==> src/rtl/uap_pkg.sv <==
`timescale 1ns / 1ps
// Shared types and constants for the URL authority parser.
// No dependencies; imported by uap_decode and url_authority_parser.
package uap_pkg;

  localparam int unsigned PROTO_LIMIT_DEF = 16;
  localparam int unsigned HOST_LIMIT_DEF  = 256;
  localparam int unsigned PATH_LIMIT_DEF  = 256;

  localparam logic [7:0] CharColon = 8'h3A;
  localparam logic [7:0] CharSlash = 8'h2F;
  localparam logic [7:0] CharLbr   = 8'h5B;
  localparam logic [7:0] CharRbr   = 8'h5D;
  localparam logic [7:0] CharDot   = 8'h2E;
  localparam logic [7:0] CharZero  = 8'h30;
  localparam logic [7:0] CharNine  = 8'h39;

  localparam logic [15:0] PortMax = 16'hFFFF;

  typedef enum logic [1:0] {
    TagDrop  = 2'd0,
    TagProto = 2'd1,
    TagHost  = 2'd2,
    TagPath  = 2'd3
  } field_tag_e;

  typedef enum logic [1:0] {
    StatFail = 2'd0,
    StatName = 2'd1,
    StatIpv4 = 2'd2,
    StatIpv6 = 2'd3
  } parse_status_e;

  // Classification of one character.
  typedef struct packed {
    logic       is_digit;
    logic       is_dot;
    logic       is_colon;
    logic       is_slash;
    logic       is_lbr;
    logic       is_rbr;
    logic [3:0] digit;
  } char_class_t;

endpackage

==> src/rtl/url_authority_parser.sv <==
`timescale 1ns / 1ps
// URL authority parser top level: byte stream in, tagged byte stream out.
// Depends on uap_pkg and uap_decode.
//
// Usage:
//   The slave channel takes one URL character per word in s_axis_tdata_i,
//   with s_axis_tlast_i set on the final character of the URL.
//   The master channel returns one word per input word: the character
//   echoed, a field tag in m_axis_tuser_o (dropped, protocol, host, path),
//   and on the final word (m_axis_tlast_o high) the parse status and port.
//   On other words status and port read as zero.
// Throughput and timing:
//   One word per cycle while the output is not stalled. A result appears in
//   the cycle after its input word is taken; the single per-character state
//   update and the output register are the only sequential elements in the path.
// Reset:
//   rst_ni clears the parser to the protocol phase and empties the output
//   register. The parser also returns to that state after every final word.
// Stall:
//   While the output word waits for m_axis_tready_i, s_axis_tready_o drops
//   and the output register holds; it reopens in the cycle the word leaves.
module url_authority_parser
  import uap_pkg::*;
#(
  parameter int unsigned PROTO_LIMIT = PROTO_LIMIT_DEF,
  parameter int unsigned HOST_LIMIT  = HOST_LIMIT_DEF,
  parameter int unsigned PATH_LIMIT  = PATH_LIMIT_DEF
) (
  input  logic        clk_i,
  input  logic        rst_ni,
  input  logic        s_axis_tvalid_i,
  output logic        s_axis_tready_o,
  input  logic [7:0]  s_axis_tdata_i,   // [7:0] char_byte
  input  logic        s_axis_tlast_i,   // last_char
  output logic        m_axis_tvalid_o,
  input  logic        m_axis_tready_i,
  output logic [31:0] m_axis_tdata_o,   // [7:0] byte_out, [9:8] parse_status,
                                        // [25:10] port_number, [31:26] zero
  output logic [1:0]  m_axis_tuser_o,   // [1:0] field_tag
  output logic        m_axis_tlast_o    // parse_done
);

  typedef enum logic [3:0] {
    PhProto  = 4'd0,
    PhSlash1 = 4'd1,
    PhSlash2 = 4'd2,
    PhHstart = 4'd3,
    PhHost   = 4'd4,
    PhV6     = 4'd5,
    PhAfter  = 4'd6,
    PhPstart = 4'd7,
    PhPort   = 4'd8,
    PhPath   = 4'd9,
    PhDrop   = 4'd10
  } phase_e;

  localparam logic [9:0] ProtoLim   = 10'(PROTO_LIMIT);
  localparam logic [8:0] HostLim    = 9'(HOST_LIMIT);
  localparam logic [8:0] PathTagLim = 9'(PATH_LIMIT - 2);

  // Parser state
  phase_e      phase_q, phase_d;
  logic [8:0]  cnt_q, cnt_d;
  logic [15:0] port_q, port_d;
  logic        numeric_q, numeric_d;
  logic        bracket_q, bracket_d;
  logic        fail_q, fail_d;

  // Output register
  logic        out_valid_q;
  logic [7:0]  out_byte_q;
  field_tag_e  out_tag_q;
  logic        out_last_q;
  parse_status_e out_stat_q;
  logic [15:0] out_port_q;

  logic        accept;
  char_class_t cls;
  logic [15:0] port_next;
  field_tag_e  tag;
  parse_status_e stat;
  logic [15:0] port_out;
  logic        do_host_char;
  logic        do_host_end;
  logic        do_start_path;

  // Accept whenever the output register is empty or draining this cycle.
  assign s_axis_tready_o = !out_valid_q || m_axis_tready_i;
  assign accept          = s_axis_tvalid_i && s_axis_tready_o;

  uap_decode u_decode (
    .char_i      (s_axis_tdata_i),
    .port_i      (port_q),
    .cls_o       (cls),
    .port_next_o (port_next)
  );

  always_comb begin
    phase_d       = phase_q;
    cnt_d         = cnt_q;
    port_d        = port_q;
    numeric_d     = numeric_q;
    bracket_d     = bracket_q;
    fail_d        = fail_q;
    tag           = TagDrop;
    stat          = StatFail;
    port_out      = 16'd0;
    do_host_char  = 1'b0;
    do_host_end   = 1'b0;
    do_start_path = 1'b0;

    if (!fail_q) begin
      case (phase_q)
        PhProto: begin
          if (cls.is_colon) begin
            phase_d = PhSlash1;
            cnt_d   = 9'd0;
          end else if ({1'b0, cnt_q} + 10'd1 >= ProtoLim) begin
            fail_d = 1'b1;
          end else begin
            cnt_d = cnt_q + 9'd1;
            tag   = TagProto;
          end
        end
        PhSlash1: begin
          if (cls.is_slash) phase_d = PhSlash2;
          else              fail_d  = 1'b1;
        end
        PhSlash2: begin
          if (cls.is_slash) phase_d = PhHstart;
          else              fail_d  = 1'b1;
        end
        PhHstart: begin
          if (cls.is_lbr) begin
            bracket_d = 1'b1;
            phase_d   = PhV6;
          end else if (cls.is_colon || cls.is_slash) begin
            do_host_end = 1'b1;
          end else begin
            phase_d      = PhHost;
            do_host_char = 1'b1;
          end
        end
        PhHost: begin
          if (cls.is_colon || cls.is_slash) do_host_end  = 1'b1;
          else                              do_host_char = 1'b1;
        end
        PhV6: begin
          if (cls.is_rbr) begin
            if (cnt_q == 9'd0) fail_d  = 1'b1;
            else               phase_d = PhAfter;
          end else begin
            do_host_char = 1'b1;
          end
        end
        PhAfter: do_host_end = 1'b1;
        PhPstart: begin
          if (cls.is_digit) begin
            port_d  = {12'd0, cls.digit};
            phase_d = PhPort;
          end else begin
            fail_d = 1'b1;
          end
        end
        PhPort: begin
          if (cls.is_digit)      port_d        = port_next;
          else if (cls.is_slash) do_start_path = 1'b1;
          else                   phase_d       = PhDrop;
        end
        PhPath: begin
          if (cnt_q < PathTagLim) begin
            cnt_d = cnt_q + 9'd1;
            tag   = TagPath;
          end
        end
        default: ;
      endcase
    end

    // Host character: count it, fail past the length limit.
    if (do_host_char) begin
      if (cnt_q >= HostLim) begin
        fail_d = 1'b1;
      end else begin
        cnt_d = cnt_q + 9'd1;
        tag   = TagHost;
        if (!cls.is_digit && !cls.is_dot) numeric_d = 1'b0;
      end
    end

    // End of host: an empty host fails, else branch on the separator.
    if (do_host_end) begin
      if (cnt_q == 9'd0)      fail_d        = 1'b1;
      else if (cls.is_colon)  phase_d       = PhPstart;
      else if (cls.is_slash)  do_start_path = 1'b1;
      else                    phase_d       = PhDrop;
    end

    // The leading slash belongs to the path.
    if (do_start_path) begin
      phase_d = PhPath;
      cnt_d   = 9'd1;
      tag     = TagPath;
    end

    // Final character: report, then go back to the reset state.
    if (s_axis_tlast_i) begin
      if (!fail_d && (phase_d == PhHost || phase_d == PhAfter || phase_d == PhPort ||
                      phase_d == PhPath || phase_d == PhDrop)) begin
        if (bracket_d)      stat = StatIpv6;
        else if (numeric_d) stat = StatIpv4;
        else                stat = StatName;
        port_out = port_d;
      end
      phase_d   = PhProto;
      cnt_d     = 9'd0;
      port_d    = 16'd0;
      numeric_d = 1'b1;
      bracket_d = 1'b0;
      fail_d    = 1'b0;
    end
  end

  // Advance parser state on each accepted word.
  always_ff @(posedge clk_i or negedge rst_ni) begin
    if (!rst_ni) begin
      phase_q   <= PhProto;
      cnt_q     <= 9'd0;
      port_q    <= 16'd0;
      numeric_q <= 1'b1;
      bracket_q <= 1'b0;
      fail_q    <= 1'b0;
    end else if (accept) begin
      phase_q   <= phase_d;
      cnt_q     <= cnt_d;
      port_q    <= port_d;
      numeric_q <= numeric_d;
      bracket_q <= bracket_d;
      fail_q    <= fail_d;
    end
  end

  // Output register: load on accept, drop valid once taken.
  always_ff @(posedge clk_i or negedge rst_ni) begin
    if (!rst_ni) begin
      out_valid_q <= 1'b0;
    end else if (accept) begin
      out_valid_q <= 1'b1;
    end else if (m_axis_tready_i) begin
      out_valid_q <= 1'b0;
    end
  end

  always_ff @(posedge clk_i) begin
    if (accept) begin
      out_byte_q <= s_axis_tdata_i;
      out_tag_q  <= tag;
      out_last_q <= s_axis_tlast_i;
      out_stat_q <= stat;
      out_port_q <= port_out;
    end
  end

  assign m_axis_tvalid_o = out_valid_q;
  assign m_axis_tdata_o  = {6'd0, out_port_q, out_stat_q, out_byte_q};
  assign m_axis_tuser_o  = out_tag_q;
  assign m_axis_tlast_o  = out_last_q;

endmodule

==> src/rtl/uap_decode.sv <==
`timescale 1ns / 1ps
// Character classifier and saturating decimal port accumulator.
// Depends on uap_pkg.
module uap_decode
  import uap_pkg::*;
(
  input  logic [7:0]  char_i,
  input  logic [15:0] port_i,
  output char_class_t cls_o,
  output logic [15:0] port_next_o
);

  logic [7:0]  diff;
  logic [19:0] times_ten;

  assign diff = char_i - CharZero;

  always_comb begin
    cls_o.is_digit = (char_i >= CharZero) && (char_i <= CharNine);
    cls_o.is_dot   = (char_i == CharDot);
    cls_o.is_colon = (char_i == CharColon);
    cls_o.is_slash = (char_i == CharSlash);
    cls_o.is_lbr   = (char_i == CharLbr);
    cls_o.is_rbr   = (char_i == CharRbr);
    cls_o.digit    = diff[3:0];
  end

  // port * 10 + digit, clamped to the 16-bit maximum
  assign times_ten = ({4'd0, port_i} << 3) + ({4'd0, port_i} << 1) + {16'd0, diff[3:0]};
  assign port_next_o = (times_ten > {4'd0, PortMax}) ? PortMax : times_ten[15:0];

endmodule

==> config.mk <==
export PLATFORM = sky130hd
export DESIGN_NAME = url_authority_parser
export DESIGN_NICKNAME = d
export VERILOG_FILES = /design/src/rtl/uap_pkg.sv /design/src/rtl/url_authority_parser.sv /design/src/rtl/uap_decode.sv
export SDC_FILE = /design/constraint.sdc
export NUM_CORES = 1
export LEC_CHECK = 0
export BUFFER_PORTS_ARGS = -buffer_cell sky130_fd_sc_hd__buf_4
export CAP_MARGIN = 40
export CORE_UTILIZATION = 45
export DETAILED_ROUTE_END_ITERATION = 12
export GPL_ROUTABILITY_DRIVEN = 0
export PLACE_DENSITY_LB_ADDON = 0.3
export SYNTH_ARGS = -nofsm -noshare
export SYNTH_HDL_FRONTEND = slang
export SYNTH_SLANG_ARGS = --single-unit
export TNS_END_PERCENT = 1
==> constraint.sdc <==
create_clock -name clk_i -period 5.58 [get_ports clk_i]
set_clock_uncertainty 0.15 [all_clocks]
set_input_delay 0 -clock clk_i [delete_from_list [all_inputs] [get_ports clk_i]]
set_output_delay 0 -clock clk_i [all_outputs]
set_load 0.005 [all_outputs]
==> results_dict.tcl, run 1 <==
set metrics [dict create \
    status "finished clean" \
    worstPathMaxFanout 18 \
    setup_violations 0 \
    timing.fmax_ghz 0.2509 \
    grt_max_degree 34 \
    htree_num_levels 3 \
    synth_cells 569 \
    cp.arrival_ps 3910 \
    drt_first_pass_iters 6 \
    final_area_um2 5583 \
    crit_path_end_kind "register" \
    synth_edf_count 29 \
    drtIter0Drc 397 \
    timing.rr.start "port_q[0]" \
    vias 4741 \
    num-nets-final 659 \
    routed_via_density 6.305 \
    peakVddDrop_v 0.0001241 \
    setup-tns-final_ps 0 \
    wl_per_cell_um 18.16 \
    post-route-period-util_pct 71.42 \
    grt_remaining_overflow 0 \
    hpwl_um 9794 \
    reg2reg_depth 11 \
    crit_required_ps 5500 \
    rsz0062_at_grt "no" \
    critical_path.cell_chain "fa_1 > fa_1 > a21oi_1 > o21ai_0 > o221ai_1 > a21oi_1 > nor4_1 > nand4_1 > buf_4 > o31ai_1 > a21oi_2" \
    portBuffers 43 \
    period_minus_slack_ps 3985 \
    cp_slowest_cell "fa_1" \
    start_util_pct 47.03 \
    area_delta_synth_final_pct 13.97 \
    grt_use_total_pct 25.15 \
    yosys_warnings 0 \
    powerDensity_nw_per_um2 322.5 \
    clkSinkCount 62 \
    synth_seq_area_share_pct 34.66 \
    min_path_type "in2async" \
    ant_nets 0 \
    avgSynthCellArea_um2 8.609 \
    cts_buffers 9 \
    coreArea_um2 10420 \
    critPathTopFamily "compound AO/OA/AOI/OAI gates" \
    synth_seq_cells 62 \
    yosysUniqueCellTypes 75 \
    start_kind "register" \
    grt_pass1_wl_um 22510 \
    cts.clk_slew.worst_paths_ps 80 \
    synth-async-reset-ratio_pct 53.23 \
    timing.critical_path.buf_inv 1 \
    p_leak_nw 2.214 \
    fp.dieH_um 106.3 \
    yosysTopAreaCell "edfxtp_1" \
    synth_ff_type "dfrtp_1" \
    slew_headroom_pct 39.55 \
    hold_violations 0 \
    root_buffer "clkbuf_8" \
    cts_resized 0 \
    synth.cell_area_um2 4898 \
    dp_slack_ps 1647 \
    synth_area_leaders "edfxtp_1, dfrtp_1, ha_1, a21oi_1, nand2_1" \
    grt_pass1_vias 4536 \
    drive_gt1_share_pct 13.31 \
    cts_buffer_depth 2 \
    drv_cap 0 \
    critPathMaxStageDelay_ps 540 \
    setup_ws_ps 1595 \
    clkLatencyLatePin_ps 350 \
    dieArea_um2 11310 \
    num_rows 37 \
    pin_count 50 \
    synth_top_cell_area_share_pct 17.78 \
    reg2reg_to "out_port_q[2]" \
    n_antenna_cell 0 \
    place_area_um2 5273 \
    die_w_um 106.3 \
    drc 0 \
    r2r_slack_ps 1590 \
    antenna_found_initial 0 \
    criticalPathCategory "reg2reg" \
    wl_um 13660 \
    worst_slew_pin_slew_ps 894.1 \
    cts_tree "yes" \
    slew_violations 0 \
]
-- cells in the mapped netlist, types with 4 or more instances --
cell type	number
nor4_1	6
buf_4	7
or4_1	4
and3_1	6
inv_1	13
dfrtp_1	32
nor3_1	10
xnor2_1	10
nand2_1	63
o221ai_1	8
nand4_1	5
a22oi_1	10
o21bai_1	6
a21oi_2	10
o31ai_1	15
edfxtp_1	29
nor2b_1	6
clkbuf_1	21
nor2_1	62
o21ai_1	4
nand2b_1	6
and2_1	5
a211oi_1	8
nand3_1	12
a31oi_1	4
xor2_1	5
o21ai_0	44
a21oi_1	49
ha_1	33
-- metrics by stage --
stage          hold slack (ps)  cells  utilization, %  total power, mW
6_report                 13.42    752           53.60            1.801
3_5_place_dp            -151.1    724           50.62            1.378
3_3_place_gp            -153.7    723           50.57            1.365
5_1_grt                  48.49    752           53.60            1.906
4_1_cts                  12.87    752           53.60            1.788
2_1_floorplan           -445.6    574               -            1.187
-- how the worst max path moves through the flow --
stage | from | end | slack [ps] | depth (start not counted)
6_report | port_q[0] | out_port_q[2] | 1590 | 11
2_1_floorplan | port_q[0] | out_port_q[2] | 1900 | 11
3_5_place_dp | port_q[0] | out_port_q[10] | 1650 | 11
4_1_cts | port_q[0] | out_port_q[9] | 1620 | 11
5_1_grt | port_q[0] | out_port_q[7] | 1230 | 11
3_3_place_gp | port_q[0] | out_port_q[0] | 1820 | 11
-- repair_timing --
action | in CTS | in global routing
hold buffers | 12 | 0
setup buffers | 0 | 0
hold endpoints to repair | 52 | 0
-- cell type report --
| class | count | area (µm²) |
|---|---|---|
| fill | 949 | 4833 |
| multi-input combinational | 466 | 3009 |
| sequential | 62 | 1698 |
| timing repair buffer | 58 | 462.9 |
| tap | 136 | 170.2 |
| clock buffer | 10 | 127.6 |
| clock inverter | 6 | 62.56 |
| inverter | 14 | 52.55 |
-- cells in the final DEF, fill, tap and decap left out, types with 6 or more instances in the layout --
cell	netlist	routed
a211oi_1	8	8
a21oi_1	49	49
a21oi_2	10	10
a22oi_1	10	10
and3_1	6	6
buf_4	7	45
clkbuf_8	0	9
conb_1	1	6
dfrtp_1	32	32
dlygate4sd3_1	0	12
edfxtp_1	29	29
ha_1	33	33
inv_1	13	13
nand2_1	63	63
nand2b_1	6	6
nand3_1	12	12
nor2_1	62	62
nor2b_1	6	6
nor3_1	10	10
nor4_1	6	6
o21ai_0	44	44
o21bai_1	6	6
o221ai_1	8	8
o31ai_1	15	15
xnor2_1	10	10
-- flip-flops by register name, indices dropped and copies added (netlist names) --
name             count
out_port_q          16
port_q              16
cnt_q                9
out_byte_q           8
phase_q              4
m_axis_tuser_o       2
out_stat_q           2
bracket_q            1
fail_q               1
m_axis_tlast_o       1
m_axis_tvalid_o      1
numeric_q            1
-- report_power, final --
group | internal (mW) | leakage [nW] | switching, mW
Combinational | 0.304 | 1.40 | 0.459
Clock | 0.205 | 0.0899 | 0.192
Sequential | 0.539 | 0.721 | 0.101
-- metal layers --
metal,wire length [µm],track usage [%],up-vias
li1,-,-,2220
met2,6478,41.09,245
met3,904,4.047,34
met4,321,9.722,0
met5,0,0,-
met1,5954,33.27,2242
-- logic make-up after synthesis --
group                      Yosys count  synth area share [%]
AOI/OAI and AO/OA                  201                 28.10
xor gates and xnor gates            15                 2.682
adders and majority gates           35                 9.247
buffers and inverters               46                 4.291
DFF                                 62                 34.66
muxes                                1                0.2299
other                                1               0.07655
and+or+nand+nor                    208                 20.72
(Power assumes the default switching activity.)
==> run 2, diff against run 1 <==
--- a/config.mk
+++ b/config.mk
@@ -5,6 +5,7 @@
 export SDC_FILE = /design/constraint.sdc
 export NUM_CORES = 1
 export LEC_CHECK = 0
+export ABC_AREA = 1
 export BUFFER_PORTS_ARGS = -buffer_cell sky130_fd_sc_hd__buf_4
 export CAP_MARGIN = 40
 export CORE_UTILIZATION = 45
==> constraint.sdc (replaced) <==
create_clock -name clk_i -period 4.1 [get_ports clk_i]
set_clock_uncertainty 0.15 [all_clocks]
set_input_delay 0 -clock clk_i [delete_from_list [all_inputs] [get_ports clk_i]]
set_output_delay 0 -clock clk_i [all_outputs]
set_load 0.005 [all_outputs]
==> results_dict.tcl, run 2 <==
set metrics [dict create \
    status "finished clean" \
    clkSinkCount 62 \
    num-nets-final 890 \
    cts_tree "yes" \
    criticalPathCategory "reg2reg" \
    ant_nets 0 \
    powerDensity_nw_per_um2 420.2 \
    grt_max_degree 40 \
    synth_area_leaders "nand2_1, edfxtp_1, dfrtp_1, ha_1, nand3_1" \
    grt_remaining_overflow 0 \
    grt_use_total_pct 23.44 \
    fp.dieH_um 110.6 \
    top_regs "out_port_q: 16 flops, port_q: 16 flops, cnt_q: 9 flops" \
    setup_ws_ps 634.7 \
    dieArea_um2 12230 \
    critPathMaxStageDelay_ps 530 \
    synthTopCellsByCount "nand2_1, nor2_1, inv_1" \
    synth_seq_area_share_pct 32.00 \
    worstPathMaxFanout 16 \
    multi_input_area_um2 3156 \
    setup_violations 0 \
    routed_via_density 5.216 \
    cp_slowest_cell "fa_1" \
    start_kind "register" \
    rsz0062_at_grt "no" \
    synth.cell_area_um2 5305 \
    synth_ff_type "dfrtp_1" \
    vias 5164 \
    hold-worst-slack_ps 25.24 \
    crit_path_end_kind "register" \
    post-route-period-util_pct 84.52 \
    slew_violations 0 \
    drive_gt1_share_pct 14.17 \
    cts_buffer_depth 2 \
    synth_seq_cells 62 \
    crit_required_ps 4030 \
    peakVddDrop_v 0.0002173 \
    coreArea_um2 11470 \
    dp_slack_ps 658.6 \
    antenna_found_initial 0 \
    min_path_type "in2async" \
    hold_violations 0 \
    yosysUniqueCellTypes 43 \
    synth_edf_count 29 \
    yosysMostFrequentCell "nand2_1" \
    layout_common_cells "nand2_1, nor2_1, inv_1, nand3_1, buf_4" \
    timing.fmax_ghz 0.2886 \
    p_leak_nw 3.220 \
    hpwl_um 9976 \
    n_antenna_cell 0 \
    drc 0 \
    period_minus_slack_ps 3465 \
    reg2reg_depth 14 \
    mostFrequentLayoutCell "nand2_1" \
    r2r_slack_ps 630 \
    slew_headroom_pct 46.11 \
    drtIter0Drc 345 \
    reg2reg_to "out_port_q[3]" \
    timing.rr.start "port_q[0]" \
    synth_top_cell_area_share_pct 18.40 \
    finalPower_mw 2.603 \
    grt_pass1_wl_um 23460 \
    nFillCells 1108 \
    start_util_pct 46.26 \
    area_delta_synth_final_pct 16.79 \
    cts.clk_slew.worst_paths_ps 60 \
    wl_um 13770 \
    avgSynthCellArea_um2 6.707 \
    grt_pass1_vias 4887 \
    cpMostUsedCell "nand2_1" \
    cts_resized 0 \
    synth_cells 791 \
    drt_first_pass_iters 5 \
    worst_slew_pin_slew_ps 808.3 \
    yosysTopAreaCell "nand2_1" \
    setup-tns-final_ps 0 \
    seq_area_um2 1698 \
    cp.arrival_ps 3400 \
    portBuffers 43 \
    synth-async-reset-ratio_pct 53.23 \
    clkLatencyLatePin_ps 330 \
    drv_cap 0 \
    cts_buffers 9 \
    wl_per_cell_um 13.91 \
    yosys_warnings 0 \
    die_w_um 110.6 \
    pin_count 50 \
    critical_path.cell_chain "fa_1 > fa_1 > nand3_1 > nand2_1 > nand2_1 > nand2_1 > nand2_1 > nand2_1 > nand2_1 > nand2_1 > nor2_2 > nand4_1 > a21oi_1 > nor2_2" \
    htree_num_levels 3 \
    root_buffer "clkbuf_16" \
    num_rows 39 \
]
==> run 2: repair_timing <==
action,4_1_cts,5_1_grt
setup buffers,0,0
hold buffers,12,0
hold endpoints to repair,43,0
==> run 2: worst max-delay path by stage <==
| stage | slack (ps) | end | from | cells past startpoint |
|---|---|---|---|---|
| 5_1_grt | 330 | out_port_q[1] | port_q[0] | 14 |
| 3_3_place_gp | 720 | out_port_q[3] | port_q[0] | 14 |
| 3_5_place_dp | 660 | out_port_q[2] | port_q[0] | 14 |
| 6_report | 630 | out_port_q[3] | port_q[0] | 14 |
| 4_1_cts | 670 | out_port_q[2] | port_q[0] | 14 |
| 2_1_floorplan | 1040 | out_port_q[4] | port_q[0] | 15 |
==> run 2: metal layers <==
metal	vias up	global-route usage, %	part of all wire (%)	wire, µm
met2	153	38.22	46	6316
met5	-	0	0	0
met4	0	7.911	1.4	195
li1	2649	-	-	-
met1	2348	32.19	48	6565
met3	14	2.799	5.0	693
==> run 2: area by class of cell <==
type | count | share of cell area, %
multi-input cells | 620 | 50.93
clock inverters | 3 | 1.454
repair buffers | 59 | 7.633
flip-flops and latches | 62 | 27.40
well taps | 143 | 2.888
clock buffers | 13 | 4.200
inverters | 90 | 5.493
==> run 2: report_power, final <==
group          switching (mW)  leakage (nW)  internal [mW]
sequential             0.0748         0.737          0.723
clock                   0.280         0.170          0.628
combinational           0.609          2.31          0.289
total                   0.963          3.22           1.64
==> run 2: metrics by stage <==
stage               util (%)  instances  area (µm²)
floorplan                  -        796        5324
global placement       49.93        962        5725
detailed placement     49.93        962        5725
CTS                    54.03        990        6196
global route           54.03        990        6196
finish                 54.03        990        6196
==> run 2: logic make-up (layout without fill, tap and decap cells) <==
logic type | after synthesis | in the layout | synth area share [%]
and+or+nand+nor | 477 | 477 | 38.87
buffers and inverters | 114 | 165 | 8.868
AOI/OAI and AO/OA | 90 | 90 | 9.670
DFF | 62 | 62 | 32.00
adders and majority gates | 35 | 35 | 8.538
xor gates and xnor gates | 12 | 12 | 1.981
other | 1 | 6 | 0.07069
==> run 2: worst max-delay path, delay by kind of cell, from the launching register on <==
kind / cells / cell delay (ps)
AO/OA/AOI/OAI: 1 / 210
AND/OR/NAND/NOR: 11 / 1410
adder cells (fa/ha/maj): 2 / 1020
flip-flops: 1 / 420
==> run 3, diff against run 2 <==
--- a/config.mk
+++ b/config.mk
@@ -5,7 +5,7 @@
 export SDC_FILE = /design/constraint.sdc
 export NUM_CORES = 1
 export LEC_CHECK = 0
-export ABC_AREA = 1
+export ABC_AREA = 0
 export BUFFER_PORTS_ARGS = -buffer_cell sky130_fd_sc_hd__buf_4
 export CAP_MARGIN = 40
 export CORE_UTILIZATION = 45
==> constraint.sdc (replaced) <==
create_clock -name clk_i -period 3.59 [get_ports clk_i]
set_clock_uncertainty 0.15 [all_clocks]
set_input_delay 0 -clock clk_i [delete_from_list [all_inputs] [get_ports clk_i]]
set_output_delay 0 -clock clk_i [all_outputs]
set_load 0.005 [all_outputs]
==> results_dict.tcl, run 3 (same netlist as run 1, synthesis figures left out) <==
set metrics [dict create \
    combPwrFrac_pct 46.6 \
    highest_layer "met4" \
    mostFrequentLayoutCell "buf_4" \
    wl_met3_um 1064 \
    top_regs "out_port_q: 16 flops, port_q: 16 flops, cnt_q: 9 flops" \
    switching_power_mw 1.184 \
    cts.clk_slew.worst_paths_ps 70 \
    die_w_um 106.3 \
    grt_remaining_overflow 0 \
    vias 4861 \
    hold_violations 4 \
    fp.dieH_um 106.3 \
    area_delta_synth_final_pct 21.00 \
    setup_violations 0 \
    power_frac_seq_pct 30.5 \
    reg2reg_depth 11 \
    dieArea_um2 11310 \
    clkLatencyLatePin_ps 350 \
    post-route-period-util_pct 95.12 \
    antenna_found_initial 0 \
    pin_count 50 \
    cp.arrival_ps 3360 \
    final_area_um2 5927 \
    period_minus_slack_ps 3415 \
    wl_per_cell_um 17.73 \
    coreArea_um2 10420 \
    routedLengthMet1_um 5943 \
    drc 0 \
    route.met2.wl_um 6423 \
    hpwl_um 9982 \
    min_path_type "in2async" \
    drt_first_pass_iters 5 \
    powerDensity_nw_per_um2 505.9 \
    layout_common_cells "buf_4, nand2_1, nor2_1, a21oi_1, o21ai_0" \
    num_rows 37 \
    status "finished with violations" \
    num-nets-final 687 \
    slew_violations 0 \
    switching_share_pct 39.49 \
    routed_via_density 6.232 \
    cts_buffers 9 \
    rsz0062_at_grt "no" \
    place_area_um2 5508 \
    criticalPathCategory "reg2reg" \
    cts_buffer_depth 2 \
    htree_num_levels 3 \
    n_antenna_cell 0 \
    grt_pass1_wl_um 22830 \
    wl_um 13830 \
    start_kind "register" \
    drv_cap 0 \
    multi_input_area_um2 3104 \
    crit_path_end_kind "register" \
    drive_gt1_share_pct 19.41 \
    clkPwrFrac_pct 22.9 \
    seq_area_um2 1698 \
    grt_use_total_pct 25.66 \
    ant_nets 0 \
    cts_tree "yes" \
    grt_max_degree 48 \
    worst_slew_pin_slew_ps 746.0 \
    crit_required_ps 3540 \
    drtIter0Drc 338 \
    finalPower_mw 2.998 \
    internal-power_mw 1.814 \
    worstPathMaxFanout 18 \
    grt_pass1_vias 4680 \
    root_buffer "clkbuf_8" \
    portBuffers 43 \
    p_leak_nw 2.388 \
    peakVddDrop_v 0.0003011 \
    hold-worst-slack_ps -7.347 \
    violations "hold timing" \
    nFillCells 930 \
    clkSinkCount 62 \
    slew_headroom_pct 49.97 \
    timing.fmax_ghz 0.2928 \
    cts_setup_buffers 0 \
    start_util_pct 47.03 \
    setup-tns-final_ps 0 \
]
[run 3: metrics by stage]
step	utilization (%)	std cells	setup slack, ps
6_report	56.90	780	175.1
5_1_grt	56.90	780	19.34
4_1_cts	56.20	780	-26.24
3_5_place_dp	52.88	752	-81.49
3_3_place_gp	52.88	752	19.13
2_1_floorplan	-	574	32.98
[run 3: worst paths after layout]
check                                 from              end  slack (ps)
max in group asynchronous           rst_ni        numeric_q        2950
hold / removal                      rst_ni        port_q[3]          -7
setup / recovery                 port_q[0]    out_port_q[9]         180
hold reg to reg                  numeric_q        numeric_q         390
min in group clk_i         m_axis_tready_i  s_axis_tready_o         170
setup reg to reg                 port_q[0]    out_port_q[9]         180
[run 3: critical path, cell delays in order (launching register included)]
cell and delay [ps]:
dfrtp_1 400, fa_1 520, fa_2 430, a21oi_2 170, o21ai_2 110, and3_1 210, o41ai_1 290, or4_1 180
nand4_1 140, buf_12 210, o31ai_2 250, a21oi_1 90
[run 3: layer usage]
layer	vias to the layer above	GRT usage, %
li1	2279	-
met1	2312	33.94
met5	-	0
met3	36	4.108
met2	234	40.86
met4	0	12.10
[run 3: cell type report]
cell class | instances | share of cell area [%]
Timing Repair Buffer | 86 | 11.61
Tap cell | 136 | 2.871
Inverter | 14 | 0.8866
Clock inverter | 5 | 1.224
Multi-Input combinational cell | 466 | 52.38
Clock buffer | 11 | 2.385
Sequential cell | 62 | 28.65
[run 3: timing repair]
item	in CTS	in global routing
endpoints found under the hold margin	52	0
pin swaps	0	4
setup endpoints to repair	17	24
resized for setup	3	14
hold buffers	12	0
[run 3: power by group through the flow]
stage               Sequential, mW  Combinational [mW]  Clock, mW
global route                 0.926                1.53      0.728
global placement             0.924                1.30          0
floorplan                    0.917               0.933          0
detailed placement           0.928                1.32          0
finish                       0.915                1.40      0.686
CTS                          0.914                1.34      0.696
